===== src/bfea_pkg.sv =====
`timescale 1ns / 1ps
package bfea_pkg;

  localparam int MaxExtents = 64;
  localparam int HoleSlots  = MaxExtents + 1;
  localparam int IdxW       = $clog2(HoleSlots + 1);
  localparam int CntW       = $clog2(MaxExtents + 1);
  localparam int AddrW      = 16;
  localparam int LenW       = 32;
  localparam int EntryW     = 2 * LenW;
  localparam logic [AddrW-1:0] TotalReset = AddrW'(1024);

  localparam logic [1:0] StOk      = 2'd0;
  localparam logic [1:0] StNoSpace = 2'd1;
  localparam logic [1:0] StFull    = 2'd2;
  localparam logic [1:0] StBad     = 2'd3;

  localparam logic FuncAlloc = 1'b0;

  typedef enum logic [2:0] {
    S_INIT,
    S_IDLE,
    S_CHECK,
    S_SCAN,
    S_DECIDE,
    S_SHIFT,
    S_MAX,
    S_DONE
  } state_e;

  typedef struct packed {
    logic init_wr;
    logic load;
    logic check;
    logic scan;
    logic decide;
    logic shift;
    logic sweep_max;
  } cmd_t;

  typedef struct packed {
    logic pre_bad;
    logic at_end;
    logic remove;
  } sts_t;

endpackage


===== src/bfea_ram.sv =====
`timescale 1ns / 1ps
module bfea_ram #(
  parameter int Width = 8,
  parameter int Depth = 16
) (
  input  logic                     clk_i,
  input  logic                     we_i,
  input  logic [$clog2(Depth)-1:0] waddr_i,
  input  logic [Width-1:0]         wdata_i,
  input  logic [$clog2(Depth)-1:0] raddr_i,
  output logic [Width-1:0]         rdata_o
);

  logic [Width-1:0] mem_q [Depth];
  logic [Width-1:0] rdata_q;

  always_ff @(posedge clk_i) begin
    if (we_i) begin
      mem_q[waddr_i] <= wdata_i;
    end
    rdata_q <= mem_q[raddr_i];
  end

  assign rdata_o = rdata_q;

endmodule


===== src/bfea_ctrl.sv =====
`timescale 1ns / 1ps
module bfea_ctrl (
  input  logic           clk_i,
  input  logic           rst_ni,
  input  logic           start,
  input  bfea_pkg::sts_t sts_i,
  output bfea_pkg::cmd_t cmd_o,
  output logic           busy,
  output logic           done_o
);

  bfea_pkg::state_e state_q, state_d;

  always_ff @(posedge clk_i or negedge rst_ni) begin
    if (!rst_ni) begin
      state_q <= bfea_pkg::S_INIT;
    end else begin
      state_q <= state_d;
    end
  end

  always_comb begin
    state_d = state_q;
    case (state_q)
      bfea_pkg::S_INIT:   state_d = bfea_pkg::S_IDLE;
      bfea_pkg::S_IDLE:   if (start) state_d = bfea_pkg::S_CHECK;
      bfea_pkg::S_CHECK:  state_d = sts_i.pre_bad ? bfea_pkg::S_MAX : bfea_pkg::S_SCAN;
      bfea_pkg::S_SCAN:   if (sts_i.at_end) state_d = bfea_pkg::S_DECIDE;
      bfea_pkg::S_DECIDE: state_d = sts_i.remove ? bfea_pkg::S_SHIFT : bfea_pkg::S_MAX;
      bfea_pkg::S_SHIFT:  if (sts_i.at_end) state_d = bfea_pkg::S_MAX;
      bfea_pkg::S_MAX:    if (sts_i.at_end) state_d = bfea_pkg::S_DONE;
      bfea_pkg::S_DONE:   state_d = bfea_pkg::S_IDLE;
      default:            state_d = bfea_pkg::S_INIT;
    endcase
  end

  always_comb begin
    cmd_o = '0;
    case (state_q)
      bfea_pkg::S_INIT:   cmd_o.init_wr   = 1'b1;
      bfea_pkg::S_IDLE:   cmd_o.load      = start;
      bfea_pkg::S_CHECK:  cmd_o.check     = 1'b1;
      bfea_pkg::S_SCAN:   cmd_o.scan      = 1'b1;
      bfea_pkg::S_DECIDE: cmd_o.decide    = 1'b1;
      bfea_pkg::S_SHIFT:  cmd_o.shift     = 1'b1;
      bfea_pkg::S_MAX:    cmd_o.sweep_max = 1'b1;
      default:            cmd_o = '0;
    endcase
  end

  assign busy   = (state_q != bfea_pkg::S_IDLE);
  assign done_o = (state_q == bfea_pkg::S_DONE);

endmodule


===== src/bfea_dp.sv =====
`timescale 1ns / 1ps
module bfea_dp (
  input  logic                        clk_i,
  input  logic                        rst_ni,
  input  bfea_pkg::cmd_t              cmd_i,
  output bfea_pkg::sts_t              sts_o,
  input  logic                        cfg_we_i,
  input  logic [bfea_pkg::AddrW-1:0]  cfg_wdata_i,
  input  logic                        func_i,
  input  logic [bfea_pkg::AddrW-1:0]  block_count_i,
  input  logic [bfea_pkg::AddrW-1:0]  first_block_i,
  output logic [1:0]                  status_o,
  output logic [bfea_pkg::AddrW-1:0]  alloc_start_o,
  output logic [bfea_pkg::AddrW-1:0]  largest_hole_o,
  output logic [bfea_pkg::IdxW-1:0]   holes_in_table_o,
  output logic [bfea_pkg::CntW-1:0]   extents_in_use_o
);

  localparam int LenW = bfea_pkg::LenW;
  localparam int IdxW = bfea_pkg::IdxW;
  localparam int AddrW = bfea_pkg::AddrW;
  localparam int RamAw = $clog2(bfea_pkg::HoleSlots);

  logic [AddrW-1:0] total_q;
  logic [IdxW-1:0]  ht_q;
  logic [bfea_pkg::CntW-1:0] et_q;
  logic             func_q;
  logic [AddrW-1:0] cnt_q, first_q;
  logic [IdxW-1:0]  idx_q, rd_idx_q;
  logic             rd_vld_q;
  logic             found_q, has_p_q, has_n_q;
  logic [IdxW-1:0]  pick_q, p_q, n_q;
  logic [LenW-1:0]  pick_s_q, pick_l_q, p_s_q, p_l_q, n_l_q, max_q;
  logic [1:0]       status_q;
  logic [AddrW-1:0] start_q;

  logic                         ram_we;
  logic [RamAw-1:0]             ram_waddr;
  logic [bfea_pkg::EntryW-1:0]  ram_wdata, ram_rdata;
  logic [LenW-1:0]              rd_s, rd_l;

  logic             sweeping, issue, at_end;
  logic [AddrW:0]   end_w;
  logic [LenW-1:0]  cnt_w, end_l, first_l, new_l;
  logic [AddrW-1:0] cfg_total;
  logic             pre_bad, remove, is_alloc;

  assign is_alloc  = (func_q == bfea_pkg::FuncAlloc);
  assign rd_s      = ram_rdata[2*LenW-1:LenW];
  assign rd_l      = ram_rdata[LenW-1:0];
  assign cnt_w     = LenW'(cnt_q);
  assign first_l   = LenW'(first_q);
  assign end_w     = {1'b0, first_q} + {1'b0, cnt_q};
  assign end_l     = LenW'(end_w);
  assign new_l     = pick_l_q - cnt_w;
  assign cfg_total = (cfg_wdata_i == '0) ? AddrW'(1) : cfg_wdata_i;

  assign at_end   = (idx_q >= ht_q);
  assign sweeping = cmd_i.scan | cmd_i.shift | cmd_i.sweep_max;
  assign issue    = sweeping & ~at_end;

  always_comb begin
    if (is_alloc) begin
      pre_bad = (cnt_q == '0) || (et_q >= bfea_pkg::CntW'(bfea_pkg::MaxExtents));
      remove  = found_q && (new_l == '0);
    end else begin
      pre_bad = (cnt_q == '0) || (end_w > {1'b0, total_q}) || (et_q == '0);
      remove  = has_p_q && has_n_q;
    end
  end

  assign sts_o.pre_bad = pre_bad;
  assign sts_o.at_end  = at_end;
  assign sts_o.remove  = remove;

  // One write port: configuration, start-up, the decision write and the shift down.
  always_comb begin
    ram_we    = 1'b0;
    ram_waddr = '0;
    ram_wdata = '0;
    if (cfg_we_i) begin
      ram_we    = 1'b1;
      ram_wdata = {LenW'(0), LenW'(cfg_total)};
    end else if (cmd_i.init_wr) begin
      ram_we    = 1'b1;
      ram_wdata = {LenW'(0), LenW'(total_q)};
    end else if (cmd_i.decide) begin
      if (is_alloc) begin
        ram_we    = found_q && (new_l != '0);
        ram_waddr = RamAw'(pick_q);
        ram_wdata = {pick_s_q + cnt_w, new_l};
      end else if (has_p_q) begin
        ram_we    = 1'b1;
        ram_waddr = RamAw'(p_q);
        ram_wdata = {p_s_q, p_l_q + cnt_w + (has_n_q ? n_l_q : LenW'(0))};
      end else if (has_n_q) begin
        ram_we    = 1'b1;
        ram_waddr = RamAw'(n_q);
        ram_wdata = {first_l, n_l_q + cnt_w};
      end else begin
        ram_we    = (ht_q < IdxW'(bfea_pkg::HoleSlots));
        ram_waddr = RamAw'(ht_q);
        ram_wdata = {first_l, cnt_w};
      end
    end else if (cmd_i.shift && rd_vld_q) begin
      ram_we    = 1'b1;
      ram_waddr = RamAw'(rd_idx_q - IdxW'(1));
      ram_wdata = ram_rdata;
    end
  end

  bfea_ram #(
    .Width(bfea_pkg::EntryW),
    .Depth(bfea_pkg::HoleSlots)
  ) u_ram (
    .clk_i  (clk_i),
    .we_i   (ram_we),
    .waddr_i(ram_waddr),
    .wdata_i(ram_wdata),
    .raddr_i(RamAw'(idx_q)),
    .rdata_o(ram_rdata)
  );

  always_ff @(posedge clk_i or negedge rst_ni) begin
    if (!rst_ni) begin
      total_q  <= bfea_pkg::TotalReset;
      ht_q     <= IdxW'(1);
      et_q     <= '0;
      rd_vld_q <= 1'b0;
      idx_q    <= '0;
    end else begin
      rd_vld_q <= issue;
      if (issue) begin
        idx_q <= idx_q + IdxW'(1);
      end
      if (cfg_we_i) begin
        total_q <= cfg_total;
        ht_q    <= IdxW'(1);
        et_q    <= '0;
      end
      if (cmd_i.check) begin
        idx_q <= '0;
      end
      if (cmd_i.decide) begin
        idx_q <= remove ? (has_n_q && !is_alloc ? n_q : pick_q) + IdxW'(1) : '0;
        if (is_alloc) begin
          if (found_q) begin
            et_q <= et_q + bfea_pkg::CntW'(1);
          end
        end else if (has_p_q || has_n_q || ht_q < IdxW'(bfea_pkg::HoleSlots)) begin
          et_q <= et_q - bfea_pkg::CntW'(1);
          if (!has_p_q && !has_n_q) begin
            ht_q <= ht_q + IdxW'(1);
          end
        end
      end
      if (cmd_i.shift && at_end) begin
        ht_q  <= ht_q - IdxW'(1);
        idx_q <= '0;
      end
    end
  end

  always_ff @(posedge clk_i) begin
    rd_idx_q <= idx_q;
    if (cmd_i.load) begin
      func_q  <= func_i;
      cnt_q   <= block_count_i;
      first_q <= first_block_i;
    end
    if (cmd_i.check) begin
      found_q  <= 1'b0;
      has_p_q  <= 1'b0;
      has_n_q  <= 1'b0;
      max_q    <= '0;
      start_q  <= '0;
      status_q <= bfea_pkg::StOk;
      if (pre_bad) begin
        status_q <= (is_alloc && cnt_q != '0) ? bfea_pkg::StFull : bfea_pkg::StBad;
      end
    end
    if (cmd_i.scan && rd_vld_q) begin
      if (rd_l >= cnt_w && (!found_q || rd_l < pick_l_q)) begin
        found_q  <= 1'b1;
        pick_q   <= rd_idx_q;
        pick_s_q <= rd_s;
        pick_l_q <= rd_l;
      end
      if (!has_n_q && rd_s == end_l) begin
        has_n_q <= 1'b1;
        n_q     <= rd_idx_q;
        n_l_q   <= rd_l;
      end
      if (!has_p_q && (rd_s + rd_l) == first_l) begin
        has_p_q <= 1'b1;
        p_q     <= rd_idx_q;
        p_s_q   <= rd_s;
        p_l_q   <= rd_l;
      end
    end
    if (cmd_i.decide) begin
      max_q <= '0;
      if (is_alloc) begin
        if (found_q) begin
          start_q <= AddrW'(pick_s_q);
        end else begin
          status_q <= bfea_pkg::StNoSpace;
        end
      end else if (has_p_q) begin
        start_q <= AddrW'(p_s_q);
      end else if (has_n_q || ht_q < IdxW'(bfea_pkg::HoleSlots)) begin
        start_q <= first_q;
      end else begin
        status_q <= bfea_pkg::StFull;
      end
    end
    if (cmd_i.sweep_max && rd_vld_q && rd_l > max_q) begin
      max_q <= rd_l;
    end
  end

  assign status_o         = status_q;
  assign alloc_start_o    = start_q;
  assign largest_hole_o   = max_q[AddrW-1:0];
  assign holes_in_table_o = ht_q;
  assign extents_in_use_o = et_q;

endmodule


===== src/best_fit_extent_allocator.sv =====
`timescale 1ns / 1ps
// Channel   | Direction | Handshake           | Payload
// request   | in        | start, busy         | func_i, block_count_i, first_block_i
// result    | out       | done_o (one cycle)  | status_o, alloc_start_o, largest_hole_o,
//           |           |                     | holes_in_table_o, extents_in_use_o
// config    | in        | cfg_we_i            | cfg_wdata_i (total_blocks)
//
// A taken request is checked; a scan pass finds the best fit or the neighbouring holes,
// the decision writes the table, a shift pass closes the gap when a hole is removed and a
// last pass finds the largest hole; a request refused at the check goes straight to it.
// Each pass reads one hole entry a cycle through the RAM port. busy is low only in idle,
// after the result, until a request is taken. After reset the block is busy for one cycle
// while it writes the initial hole. Results stay registered; done_o cannot be stalled.
module best_fit_extent_allocator (
  input  logic                       clk_i,
  input  logic                       rst_ni,
  input  logic                       start,
  output logic                       busy,
  input  logic                       func_i,
  input  logic [bfea_pkg::AddrW-1:0] block_count_i,
  input  logic [bfea_pkg::AddrW-1:0] first_block_i,
  input  logic                       cfg_we_i,
  input  logic [bfea_pkg::AddrW-1:0] cfg_wdata_i,
  output logic                       done_o,
  output logic [1:0]                 status_o,
  output logic [bfea_pkg::AddrW-1:0] alloc_start_o,
  output logic [bfea_pkg::AddrW-1:0] largest_hole_o,
  output logic [bfea_pkg::IdxW-1:0]  holes_in_table_o,
  output logic [bfea_pkg::CntW-1:0]  extents_in_use_o
);

  bfea_pkg::cmd_t cmd;
  bfea_pkg::sts_t sts;

  bfea_ctrl u_ctrl (
    .clk_i (clk_i),
    .rst_ni(rst_ni),
    .start (start),
    .sts_i (sts),
    .cmd_o (cmd),
    .busy  (busy),
    .done_o(done_o)
  );

  bfea_dp u_dp (
    .clk_i           (clk_i),
    .rst_ni          (rst_ni),
    .cmd_i           (cmd),
    .sts_o           (sts),
    .cfg_we_i        (cfg_we_i),
    .cfg_wdata_i     (cfg_wdata_i),
    .func_i          (func_i),
    .block_count_i   (block_count_i),
    .first_block_i   (first_block_i),
    .status_o        (status_o),
    .alloc_start_o   (alloc_start_o),
    .largest_hole_o  (largest_hole_o),
    .holes_in_table_o(holes_in_table_o),
    .extents_in_use_o(extents_in_use_o)
  );

endmodule


===== config.mk =====
export PLATFORM = sky130hd
export DESIGN_NAME = best_fit_extent_allocator
export DESIGN_NICKNAME = d
export VERILOG_FILES = /design/src/bfea_pkg.sv /design/src/bfea_ram.sv /design/src/bfea_ctrl.sv /design/src/bfea_dp.sv /design/src/best_fit_extent_allocator.sv
export SDC_FILE = /design/constraint.sdc
export NUM_CORES = 2
export LEC_CHECK = 0
export BUFFER_PORTS_ARGS = -buffer_cell sky130_fd_sc_hd__buf_4
export CAP_MARGIN = 20
export CORE_ASPECT_RATIO = 1.2
export CORE_MARGIN = 4
export CORE_UTILIZATION = 34
export CTS_BUF_LIST = sky130_fd_sc_hd__clkbuf_16
export CTS_CLUSTER_SIZE = 16
export DETAILED_ROUTE_END_ITERATION = 8
export PLACE_DENSITY_LB_ADDON = 0.1
export SYNTH_ARGS = -nofsm -noshare
export SYNTH_HDL_FRONTEND = slang
export SYNTH_HIERARCHICAL = 1
export SYNTH_MEMORY_MAX_BITS = 65536
export SYNTH_SLANG_ARGS = --single-unit

===== constraint.sdc =====
create_clock -name clk_i -period 19.9 [get_ports clk_i]
set_input_delay 3.98 -clock clk_i [delete_from_list [all_inputs] [get_ports clk_i]]
set_output_delay 3.98 -clock clk_i [all_outputs]
set_load 0.02 [all_outputs]

* Word level (Yosys, flattened, before mapping)
Memories as Yosys holds them, arrays and structs flattened. A register that Yosys moved wholly into a read port is not among the register bits.
Index checks and enable logic that the tools add are counted.
** Cells by class
- Add/subtract/negate cells :: 14
- Order comparisons :: 7
- Eq/ne operators :: 14
- Muxes and demuxes :: 84
- Bitwise operators :: 5
- Reduce and logical (&&, ||, !) cells :: 38
** Operator list (number)
- 64-bit two-way mux :: 6
- 7-bit two-way mux :: 24
- 32-bit two-way mux :: 5
- 16-bit two-way mux :: 7
- 32-bit by 16-bit adder with 32-bit output :: 3
- 32-bit adder :: 2
- 32-bit by 16-bit equality test with 1-bit output :: 1
- 32-bit by 17-bit equality test with 1-bit output :: 1
- 32-bit by 16-bit >= comparator with 1-bit output :: 1
- 32-bit greater-than comparator :: 1
- 16-bit zero test :: 2
- 32-bit zero test :: 1
- 32-bit < comparator :: 1
- 32-bit nonzero test :: 1
- 32-bit by 16-bit subtractor with 32-bit output :: 1
- 7-bit by 1-bit adder with 7-bit output, second input constant :: 4
- 1-bit two-way mux :: 28
- 3-bit one-hot mux with 7 select lines :: 1
- 7-bit by 1-bit subtractor with 7-bit output, second input constant :: 3
- 16-bit by 16-bit adder with 17-bit output :: 1
- 17-bit by 16-bit greater-than comparator with 1-bit output :: 1
- 2-bit two-way mux :: 8
- 16-bit nonzero test :: 1
- 3-bit two-way mux :: 5
- other kinds (22) :: 53
** Word-level totals
- Flip-flop bits (word level) :: 315
- RAM bits :: 4160
- Output and inout port bits :: 50
- Memories kept :: 1
** Memories
- u_dp.u_ram.mem_q :: depth 65, bits a word 64, rd ports 1, clocked after memory_dff 1, write ports 1, RTL line bfea_ram.sv:14 : logic [Width-1:0] mem_q [Depth];

* Depth between registers and ports, before layout
- Depth in word-level cells :: 11
- Gate-level depth with buffers :: 22

* Cells and area by module
The synthesis kept the hierarchy.
** By module, submodules not included
- bfea_ram :: times used 1, cells an instance 7470, area an instance 159716.9 µm², seq. area each 126201.0 µm²
- bfea_dp :: times used 1, cells an instance 2798, area an instance 25678.4 µm², seq. area each 8901.0 µm²
- bfea_ctrl :: times used 1, cells an instance 36, area an instance 285.3 µm², seq. area each 75.1 µm²

* Worst setup path after synthesis
No wires, ideal clock.
- Path type :: register to register
- From :: register u_dp.u_ram.rdata_q[0], in the netlist u_dp/u_ram/rdata_o[0] (read register of u_dp.u_ram.mem_q)
- To :: register u_dp.p_l_q[0] (enable)
- Setup time :: 0.701 ns
- Data arrival time :: 9.910 ns
- Path slack :: 9.290 ns
- Stages on the path, launching flop included :: 13
- Period minus slack after synthesis :: 10.610 ns
- Cell sequence :: dfxtp_1 ha_1 fa_1 a211oi_1 o21ai_1 nand3_1 mux2_2 o21a_1 nor4_1 nand4_1 nor4_1 nand4_1 nor4b_1
** Between the ends
- Cells in the longest elaborated chain, start to end :: 4
** Ends and longest elaborated chain
- start, declared :: RTL line bfea_ram.sv:15 : logic [Width-1:0] rdata_q;
- 32-bit adder :: RTL line bfea_dp.sv:194 : if (!has_p_q && (rd_s + rd_l) == first_l) begin
- 32-bit by 16-bit equality test with 1-bit output :: RTL line bfea_dp.sv:194
- 1-bit logical AND :: RTL line bfea_dp.sv:194
- 2-bit AND reduction (no source line)
- end signal, assigned :: RTL line bfea_dp.sv:198 : p_l_q <= rd_l;
- end, declared :: RTL line bfea_dp.sv:33 : logic [LenW-1:0] pick_s_q, pick_l_q, p_s_q, p_l_q, n_l_q, max_q;
Every way passes these cells.
A chain may end at the register's enable or synchronous reset.

* Worst setup path in the final report
- From :: input cfg_we_i
- To :: memory u_dp/u_ram/mem_q[25][10] (netlist bit) (enable)
** Between the ends
- Cells in the longest elaborated chain, start to end :: 3
** Ends and longest elaborated chain
- start, declared :: RTL line best_fit_extent_allocator.sv:22 : input logic cfg_we_i,
- 1-bit two-way mux :: RTL line bfea_dp.sv:81 : if (cfg_we_i) begin
- via u_dp.ram_we :: RTL line bfea_dp.sv:37 : logic ram_we;
- 1-bit two-way mux :: RTL line bfea_ram.sv:18 : if (we_i) begin
- 1-bit two-way mux (not written as such) :: RTL line bfea_ram.sv:19 : mem_q[waddr_i] <= wdata_i;
- end, declared :: RTL line bfea_ram.sv:14
The timed path passes the listed nets, and every way through them passes these cells.

==> metrics.txt <==
status=finished clean; CP Capture Type=flop; Syn-to-layout area delta=14.43%; CTS hold repair buffers=0; first-pass GRT wire length=857300 um; largest cells by area after synthesis=edfxtp_1 (71%), mux4_2 (7.8%), mux2i_1 (4.7%); cell with the most instances after synthesis=edfxtp_1; total CTS buffers=~470; Port Buf Inserts=102; # resized after CTS=0; pin count of the biggest net entering global routing=100; filler cell count=49.51k; layout cells sized above 1=0.1893; commonest cells in the netlist=edfxtp_1 (4406), mux2i_1 (877), mux4_2 (640); CP bufs+invs=4; # IOs=between 100 and 150; peak fanout along the critical path=50; Post-Syn Instances=10.30k; Sinks on Clock Net=4539; CP Data Required Time=between 20 and 25 ns; minimum clock period=7.594 ns; Worst Path Arrival=approximately 8.2 ns; total global routing overflow=0; DR iter-0 viols=10.02k; Post-Syn Area=about 0.19 sq mm; CTS tree=yes; crit-path leading delay family=buffers and inverters; VDD IR max=0.08341 mV; Clock transition at path regs=0.06 ns; Worst path slowest cell=nor2_4; RSZ-0062 raised after global routing=false; die height=817.5 um; H-tree depth=5; register area=0.1352 sq mm; vias=102.2k; top cell type's share of synthesized area=0.7126; CTS max path bufs=4; Ys Warns=6; Synth area leader=edfxtp_1; final worst-path cycle share=0.3816; Finished Cell Area=0.2125 sq mm; Slew HR=0.2030; Post-synth EDFFs=4406; Routed WL per cell=34.12 um; Async SR Flop Fraction=0.009033; most frequent CP cell=buf_4; CP max stage delay=0.89 ns; Antenna Nets Post-Route=0; WS Path Type=input pin to flop; DRT Wirelength=625400 um; DR DRC count=0; gr usage total=0.2193; setup total negative slack=0 ns; RePlAce Congestion=0.8750; Leakage=67.05 nW; Synthesized Nets=10.63k; Die ar.=0.5581 sq mm; Syn Area/Cell=18.02 sq um; Root Driver=clkbuf_16; Finish-stage setup viols=0; Startpoint Class=input pin; Fmax=roughly 130 MHz; #FFs+latches synth=around 4.5k; Distinct cells, synth=101; Power Dens Cells=130.6 mW/mm^2; multi-input logic area=0.04847 sq mm; worst-margin pin slew=1.195 ns; HPWL Detailed=390900 um; CP cell instances=buf_4, or2_4, buf_4, a211oi_1, o21ai_0, buf_4, nand3_1, nor2_4, buf_4; final hold vios=0; clk_skew=0.05381 ns; row cnt=approximately 300; post-placement cell area=0.1975 sq mm; Hold WS=0.5017 ns; ys flop type=edfxtp_1; final net count=11.05k; Skew-Pair Late Insertion Delay=1.02 ns; Die Wd=682.6 um; vias in the first global route=102.6k; register area share after synthesis=0.7280; worst min-delay path category=flop to flop; setup repair bufs after CTS=0; Vias per Instance=5.574; Initial DRT Pass Iterations=8; CORE AREA=0.5448 sq mm; initial antenna violation count=62; Max Cap Viol=0; Initial Util=0.3408; Slew Viols, Final=0
through the flow:
| step | std cells | power [mW] | setup WS (ns) | utilization |
|---|---|---|---|---|
| detailed placement | 17430 | 19.41 | 11.21 | 0.3625 |
| CTS | 18300 | 28.06 | 12.33 | 0.3898 |
| global route | 18310 | 28.83 | 11.96 | 0.3899 |
| global placement | 17410 | 19.34 | 11.05 | 0.3620 |
| floorplan | 10300 | 15.97 | 9.290 | - |
| finish | 18330 | 27.75 | 12.31 | 0.3900 |
power breakdown:
group          total [mW]  switching, mW  internal (mW)
logic                7.64           5.03           2.61
registers            11.5          0.335           11.2
clock network        8.60           3.74           4.86
worst paths after layout:
kind                                  start                        to  slack [ns]  cells past startpoint
setup reg to reg              u_dp/cnt_q[1]  u_dp/u_ram/mem_q[25][10]       12.39                     16
max in group asynchronous            rst_ni             u_dp/idx_q[1]       16.38                      1
setup / recovery                   cfg_we_i  u_dp/u_ram/mem_q[25][10]       12.31                      9
hold / removal             u_dp/rd_idx_q[6]               u_dp/n_q[6]        0.50                      0
min in group asynchronous            rst_ni  u_dp/extents_in_use_o[1]        3.01                      1
hold reg to reg            u_dp/rd_idx_q[6]               u_dp/n_q[6]        0.50                      0
placed cells by master, fill, tap and decap left out, drive strengths merged, types with 88 or more instances in the layout:
cell type	n
edfxtp	4406
mux2i	877
mux4	640
buf	530
clkbuf	471
o21ai	430
nand2	339
nor2	324
inv	291
a21oi	273
ha	250
clkinv	205
a221oi	158
a22oi	156
o221ai	137
xnor2	108
o22ai	106
nor4	101
mux2	95
dfxtp	92
a31oi	88
layer usage:
layer	vias to the layer above	wire length, um	track usage
met5	-	7	0
met1	54980	261200	0.2946
met4	2	21950	0.06907
met3	827	33290	0.02588
met2	3357	308900	0.3715
li1	43010	-	-
registers in the layout, summed over array words and instances (netlist names), 16 cells and up:
register and flops:
u_dp/total_q 16, u_dp/alloc_start_o 16, u_dp/max_q 32, u_dp/p_l_q 32, u_dp/p_s_q 32, u_dp/n_l_q 32, u_dp/pick_l_q 32, u_dp/first_q 16
u_dp/pick_s_q 32, u_dp/u_ram/rdata_o 64, u_dp/u_ram/mem_q 4160, u_dp/cnt_q 16
cell type report:
type,count,share of cell area
multi-input combinational,5024,0.2281
tap,7176,0.04226
sequential,4539,0.6363
antenna,30,0.0003533
clock buffer,471,0.05547
inverter,161,0.002844
timing repair buffer,530,0.02008
clock inverter,397,0.01462
cell families after synthesis:
| logic type | Yosys count | share of synthesized area |
|---|---|---|
| buf+inv | 741 | 0.01800 |
| compound gates | 1717 | 0.06274 |
| xor+xnor | 181 | 0.008652 |
| mux | 1612 | 0.1307 |
| flops | 4539 | 0.7280 |
| simple gates | 1242 | 0.03272 |
| fa+ha+maj | 272 | 0.01922 |
worst register-to-register path: stages, from the launching register on:
cell,delay [ns]
edfxtp_1,0.37
buf_4,0.21
inv_1,0.27
ha_1,0.28
nor2b_1,0.16
o211ai_1,0.30
a21oi_1,0.19
o21ai_0,0.58
a21oi_1,0.18
xnor2_1,0.35
nor4_1,0.11
and4_1,0.43
o21ai_0,0.80
buf_4,0.31
nand3_1,0.50
nor2_4,0.89
buf_4,0.94
Power figures use the tool's default switching activity.
